==> config.mk <==
export PLATFORM = sky130hd
export DESIGN_NAME = tcon_queue
export DESIGN_NICKNAME = d
export VERILOG_FILES = /design/src/sv/tcon_pkg.sv /design/src/sv/tcon_queue.sv
export SDC_FILE = /design/constraint.sdc
export NUM_CORES = 1
export LEC_CHECK = 0
export BUFFER_PORTS_ARGS = -buffer_cell sky130_fd_sc_hd__buf_2
export CELL_PAD_IN_SITES_DETAIL_PLACEMENT = 0
export CELL_PAD_IN_SITES_GLOBAL_PLACEMENT = 1
export CORE_AREA = 3 3 77 79
export CTS_BUF_LIST = sky130_fd_sc_hd__clkbuf_8
export DETAILED_ROUTE_END_ITERATION = 10
export DIE_AREA = 0 0 80 82
export PLACE_DENSITY_LB_ADDON = 0.1
export SKIP_CTS_REPAIR_TIMING = 1
export SYNTH_ARGS = -nofsm -noshare
export SYNTH_HDL_FRONTEND = slang
export SYNTH_SLANG_ARGS = --single-unit
==> constraint.sdc <==
create_clock -name clock -period 1.9 [get_ports clock]
set_input_delay 0.285 -clock clock [delete_from_list [all_inputs] [get_ports clock]]
set_output_delay 0.285 -clock clock [all_outputs]
set_load 0.005 [all_outputs]
==> src/sv/tcon_pkg.sv <==
// Shared types, field widths and codes for the text console cursor engine.
// No dependencies; every other file of the block depends on this package.

package tcon_pkg;

   // Default geometry of the console.
   localparam int COLUMNS_DEF  = 80;
   localparam int ROWS_DEF     = 25;
   localparam int TAB_STOP_DEF = 8;

   // Depth of the command queue between the front and the back.
   localparam int QUEUE_DEPTH = 2;

   // Field widths of the channels and the register port.
   localparam int OP_W      = 2;
   localparam int CHAR_W    = 8;
   localparam int IDX_W     = 11;
   localparam int POS_W     = 11;
   localparam int CELL_W    = 16;
   localparam int ATTR_W    = 8;
   localparam int PCOL_W    = 7;
   localparam int CSR_IDX_W = 1;
   localparam int CSR_DAT_W = 8;

   // Operation codes of a request.
   localparam logic [OP_W-1:0] OP_PUT   = 2'd0;
   localparam logic [OP_W-1:0] OP_READ  = 2'd1;
   localparam logic [OP_W-1:0] OP_CLEAR = 2'd2;

   // Character codes with special handling.
   localparam logic [CHAR_W-1:0] CHAR_BACKSPACE = 8'h08;
   localparam logic [CHAR_W-1:0] CHAR_TAB       = 8'h09;
   localparam logic [CHAR_W-1:0] CHAR_LF        = 8'h0A;
   localparam logic [CHAR_W-1:0] CHAR_CR        = 8'h0D;
   localparam logic [CHAR_W-1:0] CHAR_SPACE     = 8'h20;

   // Register indexes and reset values.
   localparam logic [CSR_IDX_W-1:0] CSR_ATTRIBUTE = 1'd0;
   localparam logic [CSR_IDX_W-1:0] CSR_PROTECTED = 1'd1;
   localparam logic [ATTR_W-1:0]    RESET_ATTRIBUTE = 8'h0F;
   localparam logic [PCOL_W-1:0]    RESET_PROTECTED = 7'd10;

   // Command classes produced by the front.
   typedef enum logic [2:0] {
      CMD_NOP,
      CMD_PRINT,
      CMD_BACKSPACE,
      CMD_TAB,
      CMD_CR,
      CMD_LF,
      CMD_READ,
      CMD_CLEAR
   } cmd_kind_type;

   typedef struct packed {
      cmd_kind_type      kind;
      logic [CHAR_W-1:0] char_code;
      logic [IDX_W-1:0]  cell_index;
   } cmd_type;

   typedef struct packed {
      logic full;
      logic empty;
   } q_stat_type;

   typedef struct packed {
      logic [ATTR_W-1:0] attribute;
      logic [PCOL_W-1:0] protected_column;
   } cfg_type;

endpackage

==> src/sv/tcon_queue.sv <==
// Short command queue between the front and the back of the console.
// Depends on tcon_pkg for the command type.

module tcon_queue #(
   parameter int DEPTH = tcon_pkg::QUEUE_DEPTH
) (
   input  logic                 clock,
   input  logic                 reset,
   input  logic                 push,
   input  tcon_pkg::cmd_type    push_cmd,
   input  logic                 pop,
   output tcon_pkg::cmd_type    head,
   output tcon_pkg::q_stat_type q_stat
);
   import tcon_pkg::*;

   localparam int PTR_W = $clog2(DEPTH);
   localparam int CNT_W = $clog2(DEPTH + 1);

   cmd_type            slot_ff [DEPTH];
   logic [PTR_W-1:0]   wr_ptr_ff, wr_ptr_in;
   logic [PTR_W-1:0]   rd_ptr_ff, rd_ptr_in;
   logic [CNT_W-1:0]   count_ff, count_in;

   // Pointer and fill count updates.
   always_comb begin
      wr_ptr_in = wr_ptr_ff;
      rd_ptr_in = rd_ptr_ff;
      count_in  = count_ff;
      if (push) begin
         wr_ptr_in = (wr_ptr_ff == PTR_W'(DEPTH - 1)) ? '0 : wr_ptr_ff + 1'b1;
      end
      if (pop) begin
         rd_ptr_in = (rd_ptr_ff == PTR_W'(DEPTH - 1)) ? '0 : rd_ptr_ff + 1'b1;
      end
      if (push && !pop) begin
         count_in = count_ff + 1'b1;
      end else if (pop && !push) begin
         count_in = count_ff - 1'b1;
      end
   end

   always_ff @(posedge clock) begin
      if (reset) begin
         wr_ptr_ff <= '0;
         rd_ptr_ff <= '0;
         count_ff  <= '0;
      end else begin
         wr_ptr_ff <= wr_ptr_in;
         rd_ptr_ff <= rd_ptr_in;
         count_ff  <= count_in;
      end
   end

   // Command storage needs no reset.
   always_ff @(posedge clock) begin
      if (push) begin
         slot_ff[wr_ptr_ff] <= push_cmd;
      end
   end

   assign head         = slot_ff[rd_ptr_ff];
   assign q_stat.full  = (count_ff == CNT_W'(DEPTH));
   assign q_stat.empty = (count_ff == '0);

endmodule

==> load_flow_metrics.sql <==
INSERT INTO impl_metrics (metric_group, metric, value, unit) VALUES
('synthesis', 'postSynthCellCount', '90', ''),
('critical_path', 'cp_data_required_time', '1620', 'ps'),
('synthesis', 'syn_area_per_cell', '19.9', 'µm²'),
('layout', 'finalInstanceArea', '0.00227', 'mm²'),
('drt', 'vias', '951', ''),
('critical_path', 'timing.critical_path.arrival', '1340', 'ps'),
('drt', 'remaining_drc_errors', '0', ''),
('floorplan', 'floorplan.die.height', '82', 'µm'),
('drt', 'detail_route.vias_per_cell', '4.26', ''),
('critical_path', 'r2r_setup_slack', '820', 'ps'),
('layout', 'seq_area', '0.00142', 'mm²'),
('clocking', 'cts_tree', 'built', ''),
('critical_path', 'r2r_cells', '3', ''),
('floorplan', 'placementRows', '27', ''),
('layout', 'final.fill_count', '538', ''),
('timing', 'finalSetupViolCount', '0', ''),
('global_route', 'first_pass_grt_wire_length', '4.62', 'mm'),
('floorplan', 'design.portCount', '50', ''),
('clocking', 'path_clk_slew', '80', 'ps'),
('synthesis', 'synth.yosys.seq_area_share', '79.6', '%'),
('global_route', 'antenna_found_initial', '0', ''),
('synthesis', 'yosys_warnings', '0', ''),
('worst_hold_path', 'hold_worst_path_end', 'slot_ff[1][11]', ''),
('layout', 'drive_gt1_share', '56.3', '%'),
('pwr', 'seqPwrFrac', '57.1', '%'),
('critical_path', 'worstSetupStartpointType', 'register', ''),
('clocking', 'cts.htree.levels', '2', ''),
('pwr', 'ir_worst_vdd', '0.000353', 'V'),
('pwr', 'clock_power_share', '31.3', '%'),
('timing', 'worst_clock_skew', '6.33', 'ps'),
('timing', 'slew_at_the_pin_closest_to_its_max_slew_limit', '176', 'ps'),
('clocking', 'numClockSinks', '49', ''),
('layout', 'multi_input_comb_area', '354', 'µm²'),
('outcome', 'run_status', 'finished clean', ''),
('worst_hold_path', 'min-delay-start', 'push_cmd[11]', ''),
('critical_path', 'critical_path_class', 'register to output port', ''),
('layout', 'finish.utilization', '41.9', '%'),
('timing', 'timing.final.crit_share', '85.3', '%'),
('critical_path', 'end_kind', 'output port', ''),
('clocking', 'buffer_levels_on_the_longest_clock_path', '2', ''),
('pwr', 'power-per-cell-area', '981', 'mW/mm²'),
('synthesis', 'synthesis.nets', '117', ''),
('timing', 'timing_max_transition_violations_final', '0', ''),
('worst_hold_path', 'min_path_cells', '1', ''),
('worst_hold_path', 'min-delay-path-class', 'input pin to register', ''),
('synthesis', 'unique_cell_type_count_in_the_yosys_netlist', '15', ''),
('timing', 'timing_hold_violations_final', '0', ''),
('run', 'drv.max_cap_violation_count', '0', ''),
('drt', 'first_pass_iters', '2', ''),
('synthesis', 'ys_ff_latch', '49', ''),
('synthesis', 'netlist_area', '0.00179', 'mm²'),
('placement', 'place_congestion', '0.570', ''),
('drt', 'route.antenna.remaining_nets', '0', ''),
('global_route', 'track_usage', '9.87', '%'),
('clocking', 'cts_buffers', '5', ''),
('pwr', 'power.static_leakage', '0.872', 'nW'),
('pwr', 'cell_internal_pwr', '1.77', 'mW'),
('pwr', 'total_switching_power', '0.451', 'mW'),
('critical_path', 'regToRegEndpoint', 'count_ff[1]', ''),
('layout', 'syn2layout_area_growth', '26.8', '%'),
('critical_path', 'worstPathMaxFanout', '13', ''),
('drt', 'drt_iter0_drc', '32', ''),
('floorplan', 'core_area', '0.00541', 'mm²'),
('global_route', 'maximum_number_of_pins_on_one_net_before_global_route_repair', '15', ''),
('pwr', 'power.total', '2.22', 'mW'),
('pwr', 'netSwitchingFraction', '20.3', '%'),
('global_route', 'globalRouteOverflowTotal', '0', ''),
('timing', 'post-route-min-period', '1620', 'ps'),
('floorplan', 'die-width', '80', 'µm'),
('timing', 'slew_headroom', '88.2', '%'),
('drt', 'totalWireLength', '2.98', 'mm');
logic make-up after synthesis:
family | Yosys count | synth area share [%]
flip-flops | 49 | 79.6
multiplexers | 22 | 13.9
AND/OR/NAND/NOR | 9 | 2.59
XOR/XNOR | 4 | 1.96
buffers and inverters | 3 | 0.770
AO/OA/AOI/OAI | 2 | 0.560
adder cells (fa/ha/maj) | 1 | 0.700
through the flow:
stage               std cells  hold slack (ps)  setup slack, ps
floorplan                  90              354              168
global placement          215              474              587
detailed placement        215              476              532
CTS                       223              158              235
global route              223              153              198
finish                    223              177              279
area by class of cell:
class | count | area share, %
Tap cell | 72 | 3.98
Sequential cell | 49 | 62.7
Inverter | 1 | 0.166
Clock inverter | 3 | 1.66
Multi-Input combinational cell | 38 | 15.6
Timing Repair Buffer | 55 | 12.8
Clock buffer | 5 | 3.04
cell usage in the layout (no fill, tap or decap), drive strengths merged:
cell type	synthesis	layout
clkbuf	0	5
a21oi	1	1
ha	1	1
nor2b	1	1
xnor2	2	2
buf	2	55
xor2	2	2
or3	1	1
nor2	5	5
edfxtp	44	44
and2b	1	1
and2	1	1
dfxtp	5	5
clkinv	0	1
mux2	22	22
o21ai	1	1
inv	1	2
bufinv	0	1
worst max-delay path, stage by stage (launching register included):
cell and delay [ps]:
sky130_fd_sc_hd__dfxtp_1 330, sky130_fd_sc_hd__buf_4 220, sky130_fd_sc_hd__mux2_2 360, sky130_fd_sc_hd__buf_2 130
power by group through the flow:
stage	Combinational, mW	Clock [mW]	Sequential [mW]
after floorplan	0.135	0	1.29
after global placement	0.261	0	1.29
after detailed placement	0.264	0	1.30
after global routing	0.288	0.783	1.28
final	0.256	0.696	1.27
after CTS	0.266	0.729	1.27
cell usage after synthesis (all sizes together):
| cell | number | area [µm²] |
|---|---|---|
| and2 | 1 | 6.26 |
| buf | 2 | 10.0 |
| a21oi | 1 | 5.00 |
| nor2 | 5 | 18.8 |
| nor2b | 1 | 6.26 |
| xor2 | 2 | 17.5 |
| and2b | 1 | 8.76 |
| ha | 1 | 12.5 |
| dfxtp | 5 | 100 |
| o21ai | 1 | 5.00 |
| inv | 1 | 3.75 |
| xnor2 | 2 | 17.5 |
| or3 | 1 | 6.26 |
| edfxtp | 44 | 1320 |
| mux2 | 22 | 248 |
metal layers:
layer  global-route usage [%]  vias up  part of all wire (%)
met5                        0        -                     0
met1                     11.5      462                    41
met2                     16.0       28                    52
met4                     4.56        0                  0.74
li1                         -      459                     -
met3                     4.06        2                   6.2
how the worst max path moves through the flow:
stage / from / slack, ps / endpoint / cells after the start
finish: register / 280 / head[21] / 3
CTS: register / 240 / head[10] / 3
floorplan: wr_ptr_ff / 170 / slot_ff[0][0] / 1
detailed placement: push / 530 / count_ff[1] / 4
global route: register / 200 / head[10] / 3
global placement: register / 590 / head[10] / 3
flip-flops by register name (all words and copies together) (netlist names), named ones only:
signal	cells
wr_ptr_ff	1
count_ff	2
rd_ptr_ff	1
slot_ff	44
Note: power is estimated with default switching activity, not from simulation.
