===== src/sv/tcon_pkg.sv =====
// Shared types, field widths and codes for the text console cursor engine.
// No dependencies; every other file of the block depends on this package.

package tcon_pkg;

   // Default geometry of the console.
   localparam int COLUMNS_DEF  = 80;
   localparam int ROWS_DEF     = 25;
   localparam int TAB_STOP_DEF = 8;

   // Depth of the command queue between the front and the back.
   localparam int QUEUE_DEPTH = 2;

   // Field widths of the channels and the register port.
   localparam int OP_W      = 2;
   localparam int CHAR_W    = 8;
   localparam int IDX_W     = 11;
   localparam int POS_W     = 11;
   localparam int CELL_W    = 16;
   localparam int ATTR_W    = 8;
   localparam int PCOL_W    = 7;
   localparam int CSR_IDX_W = 1;
   localparam int CSR_DAT_W = 8;

   // Operation codes of a request.
   localparam logic [OP_W-1:0] OP_PUT   = 2'd0;
   localparam logic [OP_W-1:0] OP_READ  = 2'd1;
   localparam logic [OP_W-1:0] OP_CLEAR = 2'd2;

   // Character codes with special handling.
   localparam logic [CHAR_W-1:0] CHAR_BACKSPACE = 8'h08;
   localparam logic [CHAR_W-1:0] CHAR_TAB       = 8'h09;
   localparam logic [CHAR_W-1:0] CHAR_LF        = 8'h0A;
   localparam logic [CHAR_W-1:0] CHAR_CR        = 8'h0D;
   localparam logic [CHAR_W-1:0] CHAR_SPACE     = 8'h20;

   // Register indexes and reset values.
   localparam logic [CSR_IDX_W-1:0] CSR_ATTRIBUTE = 1'd0;
   localparam logic [CSR_IDX_W-1:0] CSR_PROTECTED = 1'd1;
   localparam logic [ATTR_W-1:0]    RESET_ATTRIBUTE = 8'h0F;
   localparam logic [PCOL_W-1:0]    RESET_PROTECTED = 7'd10;

   // Command classes produced by the front.
   typedef enum logic [2:0] {
      CMD_NOP,
      CMD_PRINT,
      CMD_BACKSPACE,
      CMD_TAB,
      CMD_CR,
      CMD_LF,
      CMD_READ,
      CMD_CLEAR
   } cmd_kind_type;

   typedef struct packed {
      cmd_kind_type      kind;
      logic [CHAR_W-1:0] char_code;
      logic [IDX_W-1:0]  cell_index;
   } cmd_type;

   typedef struct packed {
      logic full;
      logic empty;
   } q_stat_type;

   typedef struct packed {
      logic [ATTR_W-1:0] attribute;
      logic [PCOL_W-1:0] protected_column;
   } cfg_type;

endpackage


===== src/sv/tcon_req_if.sv =====
// Request channel of the console: valid/ready handshake and request fields.
// Depends on tcon_pkg for the field widths.

interface tcon_req_if;
   import tcon_pkg::*;

   logic              valid;
   logic              ready;
   logic [OP_W-1:0]   operation;
   logic [CHAR_W-1:0] char_code;
   logic [IDX_W-1:0]  cell_index;

   modport source (output valid, output operation, output char_code, output cell_index,
                   input ready);
   modport sink   (input valid, input operation, input char_code, input cell_index,
                   output ready);
endinterface


===== src/sv/tcon_front.sv =====
// Front of the console: accepts requests and classifies them into commands.
// Depends on tcon_pkg and tcon_req_if; feeds tcon_queue.

module tcon_front (
   tcon_req_if.sink             req_bus,
   input  logic                 init_busy,
   input  tcon_pkg::q_stat_type q_stat,
   output logic                 push,
   output tcon_pkg::cmd_type    push_cmd
);
   import tcon_pkg::*;

   // A request is taken whenever the queue has room and the screen is initialized.
   assign req_bus.ready = !q_stat.full && !init_busy;
   assign push          = req_bus.valid && req_bus.ready;

   // Decode operation and character into one command class.
   always_comb begin
      push_cmd.kind       = CMD_NOP;
      push_cmd.char_code  = req_bus.char_code;
      push_cmd.cell_index = req_bus.cell_index;
      unique case (req_bus.operation)
         OP_PUT: begin
            unique case (req_bus.char_code)
               CHAR_BACKSPACE: push_cmd.kind = CMD_BACKSPACE;
               CHAR_TAB:       push_cmd.kind = CMD_TAB;
               CHAR_CR:        push_cmd.kind = CMD_CR;
               CHAR_LF:        push_cmd.kind = CMD_LF;
               default: begin
                  // Other control codes are dropped.
                  push_cmd.kind = (req_bus.char_code >= CHAR_SPACE) ? CMD_PRINT : CMD_NOP;
               end
            endcase
         end
         OP_READ:  push_cmd.kind = CMD_READ;
         OP_CLEAR: push_cmd.kind = CMD_CLEAR;
         default:  push_cmd.kind = CMD_NOP;
      endcase
   end

endmodule


===== src/flat_wrapper.sv =====
// flat-port wrapper written by rule: the top's interface ports become plain ports
module tcon_front_flat import tcon_pkg::*;
  (init_busy, q_stat, push, push_cmd, req_bus_valid, req_bus_operation, req_bus_char_code, req_bus_cell_index, req_bus_ready);
  tcon_req_if req_bus_i ();
  input  logic init_busy;
  input  tcon_pkg::q_stat_type q_stat;
  output logic push;
  output tcon_pkg::cmd_type push_cmd;
  input wire logic [$bits(req_bus_i.valid)-1:0] req_bus_valid;
  input wire logic [$bits(req_bus_i.operation)-1:0] req_bus_operation;
  input wire logic [$bits(req_bus_i.char_code)-1:0] req_bus_char_code;
  input wire logic [$bits(req_bus_i.cell_index)-1:0] req_bus_cell_index;
  output wire logic [$bits(req_bus_i.ready)-1:0] req_bus_ready;
  assign req_bus_i.valid = req_bus_valid;
  assign req_bus_i.operation = req_bus_operation;
  assign req_bus_i.char_code = req_bus_char_code;
  assign req_bus_i.cell_index = req_bus_cell_index;
  assign req_bus_ready = req_bus_i.ready;
  tcon_front u_core (.req_bus(req_bus_i), .init_busy(init_busy), .q_stat(q_stat), .push(push), .push_cmd(push_cmd));
endmodule

===== config.mk =====
export PLATFORM = sky130hd
export DESIGN_NAME = tcon_front_flat
export DESIGN_NICKNAME = d
export VERILOG_FILES = /design/src/sv/tcon_pkg.sv /design/src/sv/tcon_req_if.sv /design/src/sv/tcon_front.sv /design/src/flat_wrapper.sv
export SDC_FILE = /design/constraint.sdc
export NUM_CORES = 1
export LEC_CHECK = 0
export BUFFER_PORTS_ARGS = -buffer_cell sky130_fd_sc_hd__buf_2
export CAP_MARGIN = 10
export CORE_AREA = 4 4 41 43
export DETAILED_ROUTE_END_ITERATION = 10
export DIE_AREA = 0 0 45 47
export PLACE_DENSITY = 0.64
export SLEW_MARGIN = 25
export SYNTH_ARGS = -nofsm -noshare
export SYNTH_HDL_FRONTEND = slang
export SYNTH_SLANG_ARGS = --single-unit

===== constraint.sdc =====
create_clock -name vclk -period 2.3
set_input_delay 0.115 -clock vclk [all_inputs]
set_output_delay 0.115 -clock vclk [all_outputs]
set_load 0.02 [all_outputs]

==> summary.md, run 1 <==
| Metric | Value |
|---|---|
| Min Hold Slack | `0.230 ns` |
| # setup viols final | `0` |
| Largest cells by area after synthesis | `buf_4, ha_1, nor3b_1` |
| Num ports | `49` |
| Slowest-stage cell, CP | `a211o_1` |
| Gr ovfl total | `0` |
| Fin nets | `75` |
| Seq/Total Area, Yosys | `0` |
| Commonest cells in the netlist | `buf_4, inv_1, ha_1, nor3b_1` |
| Status | `finished clean` |
| Slew Viols, Final | `0` |
| Final Hold Vio Count | `0` |
| Residual antenna-violating net count after detailed routing | `0` |
| Routed via count divided by cell count | `4.03` |
| Slowest stage delay, CP | `0.26 ns` |
| Vias in the first global route | `between 200 and 250` |
| Via count | `246` |
| Syn Inst Count | `39` |
| Uppermost layer routed | `met4` |
| Largest net degree at the start of global routing | `6` |
| Top-area cell type share of the netlist area | `0.483` |
| 1st-pass router iterations | `2` |
| Core ar. | `1300 um^2` |
| Max cap viols | `0` |
| Peak VDD IR | `~54 uV` |
| DRC | `0` |
| Wire length on met2 | `267 um` |
| Slew HR | `0.836` |
| Met3 routed WL | `roughly 110 um` |
| Fill count | `157` |
| Synth-to-layout area growth | `2.12%` |
| # clk buffers | `0` |
| Critical Path AT | `1.24 ns` |
| YS warnings | `0` |
| Initial antenna violation count | `0` |
| First-pass GRT wire length | `about 840 um` |
| Worst path buffer plus inverter count | `3` |
| Pwr per Cell Area | `211 nW/um^2` |
| Achievable frequency | `0.736 GHz` |
| Mapped Area | `295 um^2` |
| Starting Density | `0.227` |
| CP Capture Type | `primary output` |
| Register area | `0 um^2` |
| Worst-Margin Slew | `0.245 ns` |
| Synth Area per Inst | `7.57 um^2` |
| Crit path kind | `in2out` |
| CP dominant cell by count | `buf_2` |
| Unique masters post-synth | `17` |
| RSZ-0062 raised after global routing | `false` |
| Worst endpoint required time | `2.18 ns` |
| GRT Overall Usage | `0.0496` |
| Die Height | `47 um` |
| Final Worst Setup Slack | `0.941 ns` |
| Top Family by Delay on Critical Path | `buffers and inverters` |
| Placer congestion estimate | `0.692` |
| Met1 wire length | `247 um` |
| Hold buffers post-CTS | `0` |
| Area post-placement | `between 300 and 400 um^2` |
| Die Wd | `45 um` |
| Post_cts resized | `0` |
| Place WS | `0.932 ns` |
| Fin crit share | `0.591` |
| HP Class | `in2out` |
| Die area | `approximately 2100 um^2` |
| Post-synth net total | `66` |
| Crit start category | `input port` |
| Diode count | `0` |
| Cell taking the most area after synthesis | `buf_4` |
| Final Cell Area | `302 um^2` |
| Port buffer count | `26` |
| Fin crit period | `1.36 ns` |
| DRT iter0 DRCs | `1` |
| CP Cell Sequence | `buf_2 > inv_1 > ha_1 > and3b_4 > nor4b_2 > a211o_1 > buf_2` |
| Wire length per cell | `a little over 10 um` |
| Num sequential | `0` |
| Total Wirelength | `631 um` |
| Layout cell share with drive strength beyond 1 | `0.630` |
| Top-count cell post-synth | `buf_4` |
| Postcts setup bufs | `0` |
| Final TNS setup | `0 ns` |
| Num rows | `13` |
| Worst-path maximum fanout | `5` |
| Leakage | `0.173 nW` |
==> routing by layer <==
| layer | track usage | vias to the layer above |
|---|---|---|
| met2 | 0.0791 | 22 |
| met3 | 0.0115 | 2 |
| met4 | 0.0175 | 0 |
| met1 | 0.0652 | 97 |
| met5 | 0 | - |
| li1 | - | 125 |
==> final timing paths <==
kind                                    from      endpoint  slack [ns]  cells after the start
worst max-delay path    req_bus_operation[1]  push_cmd[19]        0.94                      7
worst min-delay path  req_bus_cell_index[10]  push_cmd[10]        0.23                      0
==> where the power goes <==
| group | switching (W) | total [W] | internal [W] | leakage [nW] |
|---|---|---|---|---|
| combinational | 0.0000378 | 0.0000635 | 0.0000257 | 0.173 |
| sequential | 0 | 0 | 0 | 0 |
| clock | 0 | 0 | 0 | 0 |
==> metrics by stage <==
stage,cells,util,total power (W)
after floorplan,39,-,0.0000717
after global placement,61,0.232,0.0000636
after detailed placement,61,0.232,0.0000643
after CTS,61,0.232,0.0000645
after global routing,61,0.232,0.0000690
final,61,0.232,0.0000635
==> layout by cell type (no fill, tap or decap) <==
cell type and instances:
xnor2_1 1, and3b_4 1, ha_1 2, a211o_1 1
a21oi_1 1, and2_1 1, inv_1 3, nor3_1 1
nand3_1 1, nor3b_1 2, buf_2 26, nor3_2 1
o211ai_1 1, o21ai_0 1, nor2_1 1, and3b_1 1
nor4b_2 1
==> logic make-up (layout without fill, tap and decap cells) <==
| family | Yosys count | after routing | share of synthesized area |
|---|---|---|---|
| compound gates | 4 | 4 | 0.0890 |
| buf+inv | 22 | 29 | 0.521 |
| xor+xnor | 1 | 1 | 0.0297 |
| simple gates | 10 | 10 | 0.275 |
| fa+ha+maj | 2 | 2 | 0.0847 |
==> layout make-up <==
class                           instances  area (um^2)  share of cell area
Timing Repair Buffer                   26          130               0.432
Tap cell                               15         18.8              0.0622
Inverter                                3         11.3              0.0373
Multi-Input combinational cell         17          141               0.469
Note: power is estimated with default switching activity, not from simulation.
==> inputs of run 2 (changes only) <==
- ABC_AREA: unset -> 1
- PLACE_DENSITY: 0.64 -> 0.67
- clock period: 2.3 -> 1.35 ns (I/O delays scaled with it)
==> run 2 against run 1 <==
  * Design area is 15% higher
  * Clock-buffer cell count stayed put
  * Via count is 35% higher
  * Highest routed layer unchanged
  * Wire length is 7.8% higher
==> summary.md, run 2 <==
| Metric | Value |
|---|---|
| 1st-pass router iterations | `1` |
| Residual antenna-violating net count after detailed routing | `0` |
| Top-area cell type share of the netlist area | `0.418` |
| Placed Cells | `80` |
| Max cap viols | `0` |
| YS warnings | `0` |
| Die Height | `47 um` |
| Fill count | `168` |
| Flop pwr share | `0` |
| Diode count | `0` |
| Syn Inst Count | `slightly below 60` |
| GRT Overall Usage | `0.0582` |
| Vias in the first global route | `285` |
| Final non-filler cell total | `80` |
| # setup viols final | `0` |
| Placer congestion estimate | `roughly 0.63` |
| Achievable frequency | `1.03 GHz` |
| Slew Viols, Final | `0` |
| Starting Density | `0.263` |
| Slowest-stage cell, CP | `and2_2` |
| Mapped Area | `between 300 and 400 um^2` |
| Initial antenna violation count | `0` |
| Postcts setup bufs | `0` |
| HPWL after detailed placement | `631 um` |
| Via count | `332` |
| # clk buffers | `0` |
| Peak VDD IR | `94.8 uV` |
| Die Wd | `45 um` |
| Cell taking the most area after synthesis | `buf_4` |
| Largest cells by area after synthesis | `buf_4, nor2_1, nand2_1` |
| P_int | `0.0000454 W` |
| Final TNS setup | `0 ns` |
| Critical Path AT | `0.90 ns` |
| Sw Ratio | `0.614` |
| RSZ-0062 raised after global routing | `false` |
| Met2 GRT Util | `0.110` |
| Fin crit period | `0.969 ns` |
| Leakage | `0.222 nW` |
| Die area | `2120 um^2` |
| Fin nets | `94` |
| Post_cts resized | `0` |
| P_sw | `between 0.00007 and 0.00008 W` |
| DRT iter0 DRCs | `0` |
| Total Wirelength | `~680 um` |
| Worst path buffer plus inverter count | `2` |
| Power share of the combinational group | `1.000` |
| Gr ovfl total | `0` |
| Worst-path maximum fanout | `3` |
| CP Cell Sequence | `buf_2 > nor2_1 > and2_2 > nand2_2 > nand2_1 > nand2_1 > nand3_1 > nand2_1 > buf_2` |
| Status | `finished clean` |
| First-pass GRT wire length | `1.01 mm` |
| Top Family by Delay on Critical Path | `simple AND/OR/NAND/NOR gates` |
| Layer with the highest usage | `met2` |
| Largest net degree at the start of global routing | `5` |
| Fin crit share | `0.718` |
| CP Capture Type | `primary output` |
| Clk pwr share | `0` |
| Num ports | `49` |
| Num rows | `13` |
| Seq/Total Area, Yosys | `0` |
| Num sequential | `0` |
| DRC | `0` |
| Core ar. | `1300 um^2` |
| Worst endpoint required time | `approximately 1.3 ns` |
| Top-count cell post-synth | `buf_4` |
| Commonest non-fill, non-tap cell in the layout | `buf_2` |
| Commonest cells in the netlist | `buf_4, nor2_1, nand2_1, inv_1, nand3_1` |
| CP dominant cell by count | `nand2_1` |
| Routed via count divided by cell count | `4.15` |
| Slew HR | `0.885` |
| Final Hold Vio Count | `0` |
| Commonest cells after routing, fill and taps aside | `buf_2, nor2_1, nand2_1` |
| Port buffer count | `26` |
| Synth-to-layout area growth | `1.83%` |
| Register area | `0 um^2` |
| Wire length per cell | `between 8 and 9 um` |
| Synth Area per Inst | `between 5 and 6 um^2` |
| Met3 GRT Util | `0.00766` |
| Worst-Margin Slew | `0.171 ns` |
| Pwr per Cell Area | `338 nW/um^2` |
| Met1 Use GR | `0.0652` |
| Post-synth net total | `85` |
| Crit start category | `input port` |
| Layout cell share with drive strength beyond 1 | `0.492` |
| Hold buffers post-CTS | `0` |
| Slowest stage delay, CP | `0.19 ns` |
| Crit path kind | `in2out` |
| HP Class | `in2out` |
| Unique masters post-synth | `15` |
[run 2: cell types whose count changed after synthesis, moves of 2 or more]
cell     previous run  this run
inv_1               3         6
inv_2               0         2
nand2_1             0         7
nand2_2             0         2
nand3_1             1         4
nor2_1              1         9
[run 2: final cells by class]
type / instances / area [um^2] / area share
well taps: 15 / 18.8 / 0.0540
repair buffers: 26 / 130 / 0.374
inverters: 8 / 30.0 / 0.0863
multi-input cells: 31 / 169 / 0.486
[run 2: cell families after synthesis]
group | share of synthesized area
buffers and inverters | 0.506
adder cells (fa/ha/maj) | 0.0732
XOR/XNOR | 0.0256
AND/OR/NAND/NOR | 0.381
AO/OA/AOI/OAI | 0.0146
[run 2: power groups by stage]
stage	Clock, W	Combinational (W)	Sequential (W)
after CTS	0	0.000120	0
after global routing	0	0.000131	0
final	0	0.000118	0
after floorplan	0	0.000131	0
after global placement	0	0.000118	0
after detailed placement	0	0.000120	0
[run 2: final timing paths]
| check | endpoint | cells after the start | start | slack [ns] |
|---|---|---|---|---|
| min | push_cmd[10] | 0 | req_bus_cell_index[10] | 0.14 |
| max | push_cmd[19] | 9 | req_bus_char_code[7] | 0.38 |
[run 2: metal layers]
metal / routed length (um) / share of wire
met1: 218 / 0.32
met2: 344 / 0.51
met3: 96 / 0.14
met4: 20 / 0.029
met5: 0 / 0
[run 2: stage by stage]
| step | setup WS, ns | cell area (um^2) | hold slack [ns] | total power [W] | util |
|---|---|---|---|---|---|
| after floorplan | 0.507 | 342 | 0.210 | 0.000131 | - |
| after global placement | 0.393 | 348 | 0.135 | 0.000118 | 0.267 |
| after detailed placement | 0.367 | 348 | 0.135 | 0.000120 | 0.267 |
| after CTS | 0.366 | 348 | 0.135 | 0.000120 | 0.267 |
| after global routing | 0.243 | 348 | 0.135 | 0.000131 | 0.267 |
| final | 0.381 | 348 | 0.135 | 0.000118 | 0.267 |
