==> src/sv/tcon_pkg.sv <==
// Shared types, field widths and codes for the text console cursor engine.
// No dependencies; every other file of the block depends on this package.

package tcon_pkg;

   // Default geometry of the console.
   localparam int COLUMNS_DEF  = 80;
   localparam int ROWS_DEF     = 25;
   localparam int TAB_STOP_DEF = 8;

   // Depth of the command queue between the front and the back.
   localparam int QUEUE_DEPTH = 2;

   // Field widths of the channels and the register port.
   localparam int OP_W      = 2;
   localparam int CHAR_W    = 8;
   localparam int IDX_W     = 11;
   localparam int POS_W     = 11;
   localparam int CELL_W    = 16;
   localparam int ATTR_W    = 8;
   localparam int PCOL_W    = 7;
   localparam int CSR_IDX_W = 1;
   localparam int CSR_DAT_W = 8;

   // Operation codes of a request.
   localparam logic [OP_W-1:0] OP_PUT   = 2'd0;
   localparam logic [OP_W-1:0] OP_READ  = 2'd1;
   localparam logic [OP_W-1:0] OP_CLEAR = 2'd2;

   // Character codes with special handling.
   localparam logic [CHAR_W-1:0] CHAR_BACKSPACE = 8'h08;
   localparam logic [CHAR_W-1:0] CHAR_TAB       = 8'h09;
   localparam logic [CHAR_W-1:0] CHAR_LF        = 8'h0A;
   localparam logic [CHAR_W-1:0] CHAR_CR        = 8'h0D;
   localparam logic [CHAR_W-1:0] CHAR_SPACE     = 8'h20;

   // Register indexes and reset values.
   localparam logic [CSR_IDX_W-1:0] CSR_ATTRIBUTE = 1'd0;
   localparam logic [CSR_IDX_W-1:0] CSR_PROTECTED = 1'd1;
   localparam logic [ATTR_W-1:0]    RESET_ATTRIBUTE = 8'h0F;
   localparam logic [PCOL_W-1:0]    RESET_PROTECTED = 7'd10;

   // Command classes produced by the front.
   typedef enum logic [2:0] {
      CMD_NOP,
      CMD_PRINT,
      CMD_BACKSPACE,
      CMD_TAB,
      CMD_CR,
      CMD_LF,
      CMD_READ,
      CMD_CLEAR
   } cmd_kind_type;

   typedef struct packed {
      cmd_kind_type      kind;
      logic [CHAR_W-1:0] char_code;
      logic [IDX_W-1:0]  cell_index;
   } cmd_type;

   typedef struct packed {
      logic full;
      logic empty;
   } q_stat_type;

   typedef struct packed {
      logic [ATTR_W-1:0] attribute;
      logic [PCOL_W-1:0] protected_column;
   } cfg_type;

endpackage

==> src/sv/tcon_rsp_if.sv <==
// Response channel of the console: valid/ready handshake and result fields.
// Depends on tcon_pkg for the field widths.

interface tcon_rsp_if;
   import tcon_pkg::*;

   logic              valid;
   logic              ready;
   logic [POS_W-1:0]  cursor_position;
   logic [CELL_W-1:0] cell_value;

   modport source (output valid, output cursor_position, output cell_value, input ready);
   modport sink   (input valid, input cursor_position, input cell_value, output ready);
endinterface

==> src/sv/tcon_back.sv <==
// Back of the console: executes commands on the cursor and the cell RAM.
// Depends on tcon_pkg and tcon_rsp_if; drives the ports of one tcon_ram.

module tcon_back #(
   parameter int  COLUMNS  = tcon_pkg::COLUMNS_DEF,
   parameter int  ROWS     = tcon_pkg::ROWS_DEF,
   parameter int  TAB_STOP = tcon_pkg::TAB_STOP_DEF,
   localparam int CELLS    = COLUMNS * ROWS,
   localparam int AW       = $clog2(CELLS)
) (
   input  logic                          clock,
   input  logic                          reset,
   input  tcon_pkg::cfg_type             cfg,
   input  tcon_pkg::q_stat_type          q_stat,
   input  tcon_pkg::cmd_type             q_head,
   output logic                          q_pop,
   output logic                          init_busy,
   output logic                          ram_wr_en,
   output logic [AW-1:0]                 ram_wr_addr,
   output logic [tcon_pkg::CELL_W-1:0]   ram_wr_data,
   output logic [AW-1:0]                 ram_rd_addr,
   input  logic [tcon_pkg::CELL_W-1:0]   ram_rd_data,
   tcon_rsp_if.source                    rsp_bus
);
   import tcon_pkg::*;

   localparam int AW1 = AW + 1;
   localparam int CW  = $clog2(COLUMNS);
   localparam int RW  = $clog2(ROWS);
   localparam int PW  = $clog2(TAB_STOP);
   localparam int TW  = $clog2(COLUMNS + TAB_STOP);

   typedef enum logic [1:0] {
      ST_IDLE,
      ST_EXEC,
      ST_READ,
      ST_FILL
   } state_type;

   state_type         state_ff, state_in;
   cmd_type           cmd_ff, cmd_in;
   logic [CW-1:0]     col_ff, col_in;
   logic [RW-1:0]     row_ff, row_in;
   logic [PW-1:0]     phase_ff, phase_in;
   logic [AW-1:0]     base_ff, base_in;
   logic [AW-1:0]     phys_here_ff, phys_here_in;
   logic [AW-1:0]     phys_idx_ff, phys_idx_in;
   logic              idx_ok_ff, idx_ok_in;
   logic [AW-1:0]     fill_addr_ff, fill_addr_in;
   logic [AW1-1:0]    fill_left_ff, fill_left_in;
   logic [CELL_W-1:0] fill_val_ff, fill_val_in;
   logic              fill_report_ff, fill_report_in;
   logic              init_busy_ff, init_busy_in;
   logic              rsp_valid_ff, rsp_valid_in;
   logic [POS_W-1:0]  rsp_pos_ff, rsp_pos_in;
   logic [CELL_W-1:0] rsp_value_ff, rsp_value_in;

   logic [TW-1:0]     col_t;
   logic              new_row;
   logic              finish;
   logic [CELL_W-1:0] finish_value;
   logic [CELL_W-1:0] blank;
   logic [AW1-1:0]    here_sum;
   logic [AW1-1:0]    idx_sum;
   logic              rsp_free;

   // Logical to physical address: rows rotate by base_ff, so wrap once at the end.
   function automatic logic [AW-1:0] wrap_addr(input logic [AW1-1:0] sum);
      logic [AW1-1:0] adj;
      adj = sum - AW1'(CELLS);
      return (sum >= AW1'(CELLS)) ? adj[AW-1:0] : sum[AW-1:0];
   endfunction

   assign blank = {cfg.attribute, CHAR_SPACE};

   // Command sequencer: pop, execute, then read wait or a fill sweep.
   always_comb begin
      state_in       = state_ff;
      cmd_in         = cmd_ff;
      col_in         = col_ff;
      row_in         = row_ff;
      phase_in       = phase_ff;
      base_in        = base_ff;
      phys_here_in   = phys_here_ff;
      phys_idx_in    = phys_idx_ff;
      idx_ok_in      = idx_ok_ff;
      fill_addr_in   = fill_addr_ff;
      fill_left_in   = fill_left_ff;
      fill_val_in    = fill_val_ff;
      fill_report_in = fill_report_ff;
      init_busy_in   = init_busy_ff;
      rsp_valid_in   = rsp_valid_ff && !rsp_bus.ready;
      rsp_pos_in     = rsp_pos_ff;
      rsp_value_in   = rsp_value_ff;
      q_pop          = 1'b0;
      ram_wr_en      = 1'b0;
      ram_wr_addr    = fill_addr_ff;
      ram_wr_data    = fill_val_ff;
      col_t          = TW'(col_ff);
      new_row        = 1'b0;
      finish         = 1'b0;
      finish_value   = '0;
      rsp_free       = !rsp_valid_ff || rsp_bus.ready;
      here_sum       = AW1'(row_ff) * AW1'(COLUMNS) + AW1'(col_ff) + AW1'(base_ff);
      idx_sum        = AW1'(q_head.cell_index) + AW1'(base_ff);

      unique case (state_ff)
         ST_IDLE: begin
            // Take the next command once the response register is free.
            if (!q_stat.empty && rsp_free) begin
               q_pop        = 1'b1;
               cmd_in       = q_head;
               phys_here_in = wrap_addr(here_sum);
               phys_idx_in  = wrap_addr(idx_sum);
               idx_ok_in    = 32'(q_head.cell_index) < 32'(CELLS);
               state_in     = ST_EXEC;
            end
         end

         ST_EXEC: begin
            state_in = ST_IDLE;
            unique case (cmd_ff.kind)
               CMD_PRINT: begin
                  ram_wr_en   = 1'b1;
                  ram_wr_addr = phys_here_ff;
                  ram_wr_data = {cfg.attribute, cmd_ff.char_code};
                  col_t       = TW'(col_ff) + 1'b1;
                  phase_in    = (phase_ff == PW'(TAB_STOP - 1)) ? '0 : phase_ff + 1'b1;
               end
               CMD_BACKSPACE: begin
                  // Refused at the left edge and at the protected column.
                  if (col_ff != '0 && PCOL_W'(col_ff) != cfg.protected_column) begin
                     ram_wr_en   = 1'b1;
                     ram_wr_addr = phys_here_ff - 1'b1;
                     ram_wr_data = blank;
                     col_t       = TW'(col_ff) - 1'b1;
                     phase_in    = (phase_ff == '0) ? PW'(TAB_STOP - 1) : phase_ff - 1'b1;
                  end
               end
               CMD_TAB: begin
                  col_t    = TW'(col_ff) + TW'(TAB_STOP) - TW'(phase_ff);
                  phase_in = '0;
               end
               CMD_CR: begin
                  col_t    = '0;
                  phase_in = '0;
               end
               CMD_LF: begin
                  new_row = 1'b1;
               end
               CMD_READ: begin
                  // An address off the screen reads as zero.
                  if (idx_ok_ff) begin
                     state_in = ST_READ;
                  end
               end
               CMD_CLEAR: begin
                  col_t          = '0;
                  phase_in       = '0;
                  row_in         = '0;
                  base_in        = '0;
                  fill_addr_in   = '0;
                  fill_left_in   = AW1'(CELLS);
                  fill_val_in    = blank;
                  fill_report_in = 1'b1;
                  state_in       = ST_FILL;
               end
               default: begin
               end
            endcase

            // Wrap at the right edge; scrolling rotates the base and blanks one row.
            if (col_t >= TW'(COLUMNS)) begin
               new_row = 1'b1;
            end
            if (new_row) begin
               col_in   = '0;
               phase_in = '0;
               if (row_ff == RW'(ROWS - 1)) begin
                  base_in        = wrap_addr(AW1'(base_ff) + AW1'(COLUMNS));
                  fill_addr_in   = base_ff;
                  fill_left_in   = AW1'(COLUMNS);
                  fill_val_in    = blank;
                  fill_report_in = 1'b1;
                  state_in       = ST_FILL;
               end else begin
                  row_in = row_ff + 1'b1;
               end
            end else begin
               col_in = CW'(col_t);
            end
            finish = (state_in == ST_IDLE);
         end

         ST_READ: begin
            finish       = 1'b1;
            finish_value = ram_rd_data;
            state_in     = ST_IDLE;
         end

         ST_FILL: begin
            // One cell per cycle; the reset sweep ends without a response.
            ram_wr_en    = 1'b1;
            fill_addr_in = fill_addr_ff + 1'b1;
            fill_left_in = fill_left_ff - 1'b1;
            if (fill_left_ff == AW1'(1)) begin
               state_in = ST_IDLE;
               if (fill_report_ff) begin
                  finish = 1'b1;
               end else begin
                  init_busy_in = 1'b0;
               end
            end
         end

         default: begin
            state_in = ST_IDLE;
         end
      endcase

      // Load the response register with the cursor after this command.
      if (finish) begin
         rsp_valid_in = 1'b1;
         rsp_pos_in   = POS_W'(AW'(row_in) * AW'(COLUMNS) + AW'(col_in));
         rsp_value_in = finish_value;
      end
   end

   always_ff @(posedge clock) begin
      if (reset) begin
         state_ff       <= ST_FILL;
         col_ff         <= '0;
         row_ff         <= '0;
         phase_ff       <= '0;
         base_ff        <= '0;
         fill_addr_ff   <= '0;
         fill_left_ff   <= AW1'(CELLS);
         fill_val_ff    <= {RESET_ATTRIBUTE, CHAR_SPACE};
         fill_report_ff <= 1'b0;
         init_busy_ff   <= 1'b1;
         rsp_valid_ff   <= 1'b0;
      end else begin
         state_ff       <= state_in;
         col_ff         <= col_in;
         row_ff         <= row_in;
         phase_ff       <= phase_in;
         base_ff        <= base_in;
         fill_addr_ff   <= fill_addr_in;
         fill_left_ff   <= fill_left_in;
         fill_val_ff    <= fill_val_in;
         fill_report_ff <= fill_report_in;
         init_busy_ff   <= init_busy_in;
         rsp_valid_ff   <= rsp_valid_in;
      end
      cmd_ff       <= cmd_in;
      phys_here_ff <= phys_here_in;
      phys_idx_ff  <= phys_idx_in;
      idx_ok_ff    <= idx_ok_in;
      rsp_pos_ff   <= rsp_pos_in;
      rsp_value_ff <= rsp_value_in;
   end

   assign init_busy               = init_busy_ff;
   assign ram_rd_addr             = phys_idx_ff;
   assign rsp_bus.valid           = rsp_valid_ff;
   assign rsp_bus.cursor_position = rsp_pos_ff;
   assign rsp_bus.cell_value      = rsp_value_ff;

endmodule

==> src/flat_wrapper.sv <==
// flat-port wrapper written by rule: the top's interface ports become plain ports
module tcon_back_flat import tcon_pkg::*;
#(
   parameter int  COLUMNS  = tcon_pkg::COLUMNS_DEF,
   parameter int  ROWS     = tcon_pkg::ROWS_DEF,
   parameter int  TAB_STOP = tcon_pkg::TAB_STOP_DEF,
   localparam int CELLS    = COLUMNS * ROWS,
   localparam int AW       = $clog2(CELLS)
)
  (clock, reset, cfg, q_stat, q_head, q_pop, init_busy, ram_wr_en, ram_wr_addr, ram_wr_data, ram_rd_addr, ram_rd_data, rsp_bus_valid, rsp_bus_cursor_position, rsp_bus_cell_value, rsp_bus_ready);
  tcon_rsp_if rsp_bus_i ();
  input  logic clock;
  input  logic reset;
  input  tcon_pkg::cfg_type cfg;
  input  tcon_pkg::q_stat_type q_stat;
  input  tcon_pkg::cmd_type q_head;
  output logic q_pop;
  output logic init_busy;
  output logic ram_wr_en;
  output logic [AW-1:0] ram_wr_addr;
  output logic [tcon_pkg::CELL_W-1:0] ram_wr_data;
  output logic [AW-1:0] ram_rd_addr;
  input  logic [tcon_pkg::CELL_W-1:0] ram_rd_data;
  output wire logic [$bits(rsp_bus_i.valid)-1:0] rsp_bus_valid;
  output wire logic [$bits(rsp_bus_i.cursor_position)-1:0] rsp_bus_cursor_position;
  output wire logic [$bits(rsp_bus_i.cell_value)-1:0] rsp_bus_cell_value;
  input wire logic [$bits(rsp_bus_i.ready)-1:0] rsp_bus_ready;
  assign rsp_bus_valid = rsp_bus_i.valid;
  assign rsp_bus_cursor_position = rsp_bus_i.cursor_position;
  assign rsp_bus_cell_value = rsp_bus_i.cell_value;
  assign rsp_bus_i.ready = rsp_bus_ready;
  tcon_back #(.COLUMNS(COLUMNS), .ROWS(ROWS), .TAB_STOP(TAB_STOP)) u_core (.clock(clock), .reset(reset), .cfg(cfg), .q_stat(q_stat), .q_head(q_head), .q_pop(q_pop), .init_busy(init_busy), .ram_wr_en(ram_wr_en), .ram_wr_addr(ram_wr_addr), .ram_wr_data(ram_wr_data), .ram_rd_addr(ram_rd_addr), .ram_rd_data(ram_rd_data), .rsp_bus(rsp_bus_i));
endmodule
==> config.mk <==
export PLATFORM = sky130hd
export DESIGN_NAME = tcon_back_flat
export DESIGN_NICKNAME = d
export VERILOG_FILES = /design/src/sv/tcon_pkg.sv /design/src/sv/tcon_rsp_if.sv /design/src/sv/tcon_back.sv /design/src/flat_wrapper.sv
export SDC_FILE = /design/constraint.sdc
export NUM_CORES = 1
export LEC_CHECK = 0
export BUFFER_PORTS_ARGS = -buffer_cell sky130_fd_sc_hd__buf_4
export CAP_MARGIN = 0
export CORE_UTILIZATION = 45
export CTS_CLUSTER_DIAMETER = 50
export DETAILED_ROUTE_END_ITERATION = 10
export PLACE_DENSITY = 0.71
export SLEW_MARGIN = 20
export SYNTH_ARGS = -nofsm -noshare
export SYNTH_HDL_FRONTEND = slang
export SYNTH_SLANG_ARGS = --single-unit
==> constraint.sdc <==
create_clock -name clock -period 9.15 [get_ports clock]
set_input_delay 1.83 -clock clock [delete_from_list [all_inputs] [get_ports clock]]
set_output_delay 1.83 -clock clock [all_outputs]
set_load 0.02 [all_outputs]
==> results.md <==
* CP Data Required Time at 7.32 ns
* CP Max Fanout at 26
* Post-synthesis compound-gate area fraction at 0.206
* Critical setup path kind: input pin to output pin
* Via density at 5.71
* Initial DRC count at 563
* Hold buffers post-CTS at 0
* Clock Skew at 0.0123 ns
* Slew Limit Headroom at 0.270
* Die Width at 145 um
* Main combinational cell family by area after synthesis: compound AO/OA/AOI/OAI gates
* Post-synth ARST share at 0
* YS warnings at 0
* Commonest non-fill, non-tap cell in the layout: buf_4
* Clock Latency Late Sink at 0.43 ns
* Final hold violations at 0
* Routed wire per std cell at 16.7 um
* I/O pins at 127
* Post-route cell area at 10800 sq um
* VDD IR max at 0.000108 V
* Inserted Diodes at 0
* Synth Cell Area at 9150 sq um
* Max clock buf depth at 2
* Die area at 20900 sq um
* Worst hold path class: register to register
* Slew @ Worst Pin at 1.10 ns
* Die Height at 145 um
* Layout Nets at 1266
* Post-synthesis sequential area ratio at 0.353
* Synth Area in XOR/XNOR at 0.0546
* Depth of the CTS H-tree at 4
* Synth Register Bits at 131
* First-pass GRT wire length at 37.9 mm
* Status: finished clean
* Final period util at 0.635
* Power per cell area at 135 nW/um^2
* Syn_area_per_cell at 8.99 sq um
* Drt first pass iters at 5
* Vias at 8025
* Synth cell types at 94
* Global route hottest layer: met2
* Vias in the first global route at 7576
* CTS tree: yes
* Share of layout cells above drive strength 1 at 0.188
* Final WL at 23.4 mm
* Gates resized, CTS repair at 0
* GR Layer Usage met1 at 0.306
* Mux contribution to synthesized area at 0.0205
* Fin. max-slew vios at 0
* Layout area overhead at 18.5%
* Fmax at 172 MHz
* Synth Area in Simple Gates at 0.200
* Min Tclk post-route at 5.81 ns
* Fillers at 1804
* Setup TNS Final at 0 ns
* Root Buffer: clkbuf_16
* Leakage at 4.62 nW
* Final Power at 1.47 mW
* Post-detail-place hpwl at 16.9 mm
* Largest net degree at the start of global routing at 51
* Post-Syn Nets at 1157
* Setup-failing EPs final at 0
* CORE AREA at 19700 sq um
* Commonest register cell after synthesis: dfxtp_1
* Initial antenna violation count at 0
* Crit. End Element: output pin
* Startpoint Class: input pin
* Clk pin slew, worst setup/hold paths at 0.06 ns
* Syn Inst Count at 1018
* Max-cap viol count at 0
* Routed Antenna Nets at 0
* Post-DP Area at 10300 sq um
* Clk sink count at 131
* Clock buffer count from CTS at 17
* Adder-cell share of the synthesized area at 0.117
* Post-CTS setup buffers at 0
* GR Util met2 at 0.385
* GP Congestion at 0.950
* Met3 usage at 0.0394
* Grt total ovfl at 0
* WP data arrival at 3.98 ns
* # port buffers at 125
* All-Layer GR Usage at 0.234
* RSZ-0062 raised after global routing: false
* EDFF count, synth at 61
* Most frequent cells in the layout: buf_4, nand2_1, nor2_1
* Rows at 51
* Initial core utilization at 0.464
* DR DRC count at 0
-- cell type report --
class	instances	area, sq um	area share
inverter	62	233	0.0215
timing repair buffer	132	998	0.0921
clock inverter	12	93.8	0.00865
multi-input combinational	783	5490	0.507
tap	265	332	0.0306
clock buffer	20	462	0.0426
sequential	131	3230	0.298
-- cells by family after synthesis --
logic type / Yosys count
and+or+nand+nor: 361
AOI/OAI and AO/OA: 267
DFF: 131
buffers and inverters: 104
adders and majority gates: 81
xor gates and xnor gates: 57
muxes: 17
-- final timing paths --
path	slack, ns	from	endpoint	cells past startpoint
worst max-delay path	3.34	cfg[1]	ram_wr_data[13]	9
worst min-delay path	0.42	u_core.fill_val_ff[5]	u_core.fill_val_ff[5]	2
worst max register to register	3.92	u_core.col_ff[2]	u_core.rsp_bus.cursor_position[10]	16
worst min register to register	0.42	u_core.fill_val_ff[5]	u_core.fill_val_ff[5]	2
-- cell usage after synthesis, types with 9 or more instances --
cell	count	area share
nand2_1	88	0.036
nor2_1	81	0.033
ha_1	73	0.10
dfxtp_1	70	0.15
edfxtp_1	61	0.20
inv_1	60	0.025
a21oi_1	59	0.032
o21ai_0	55	0.030
xnor2_1	36	0.034
and3_1	33	0.023
nor3_1	29	0.016
nand3_1	25	0.014
clkbuf_1	24	0.0098
nor2b_1	21	0.014
xor2_1	21	0.020
a22o_1	19	0.018
a31oi_1	12	0.0082
a21o_1	11	0.0090
and2_1	11	0.0075
o31ai_1	11	0.0090
buf_2	10	0.0055
mux2_2	10	0.012
a211oi_1	9	0.0074
nand2b_1	9	0.0062
o22ai_1	9	0.0062
-- sequential cells by signal, indices dropped and copies added (netlist names), 2 cells and up --
| signal | count |
|---|---|
| u_core.base_ff | 11 |
| u_core.cmd_ff | 11 |
| u_core.col_ff | 7 |
| u_core.fill_addr_ff | 11 |
| u_core.fill_left_ff | 12 |
| u_core.fill_val_ff | 16 |
| u_core.phase_ff | 3 |
| u_core.phys_here_ff | 11 |
| u_core.ram_rd_addr | 11 |
| u_core.row_ff | 5 |
| u_core.rsp_bus.cell_value | 16 |
| u_core.rsp_bus.cursor_position | 11 |
| u_core.state_ff | 2 |
-- per-layer routing --
layer | wire length [um] | vias up
li1 | - | 3943
met1 | 10500 | 3756
met2 | 10800 | 286
met3 | 1650 | 40
met4 | 504 | 0
met5 | 0 | -
-- through the flow --
stage	util	setup WS (ns)	std cells	hold slack, ns
6_report	0.550	3.34	1405	0.415
5_1_grt	0.550	3.18	1405	0.433
4_1_cts	0.549	3.36	1404	0.418
3_5_place_dp	0.521	3.36	1372	0.404
3_3_place_gp	0.521	3.38	1372	0.400
2_1_floorplan	-	1.56	1018	0.392
-- critical path, cell delays in order --
cell	delay (ns)
buf_4	0.11
xnor2_1	0.20
nand3_1	0.22
o21ai_1	0.33
nor2_1	0.24
o21ai_2	0.16
buf_4	0.34
mux2_2	0.38
buf_4	0.16
-- power by group --
part | switching (mW) | internal (mW) | total, mW | leakage, nW
clock | 0.273 | 0.370 | 0.643 | 0.280
combinational | 0.0952 | 0.0765 | 0.172 | 3.21
sequential | 0.0177 | 0.635 | 0.652 | 1.12
Power figures use the tool's default switching activity.
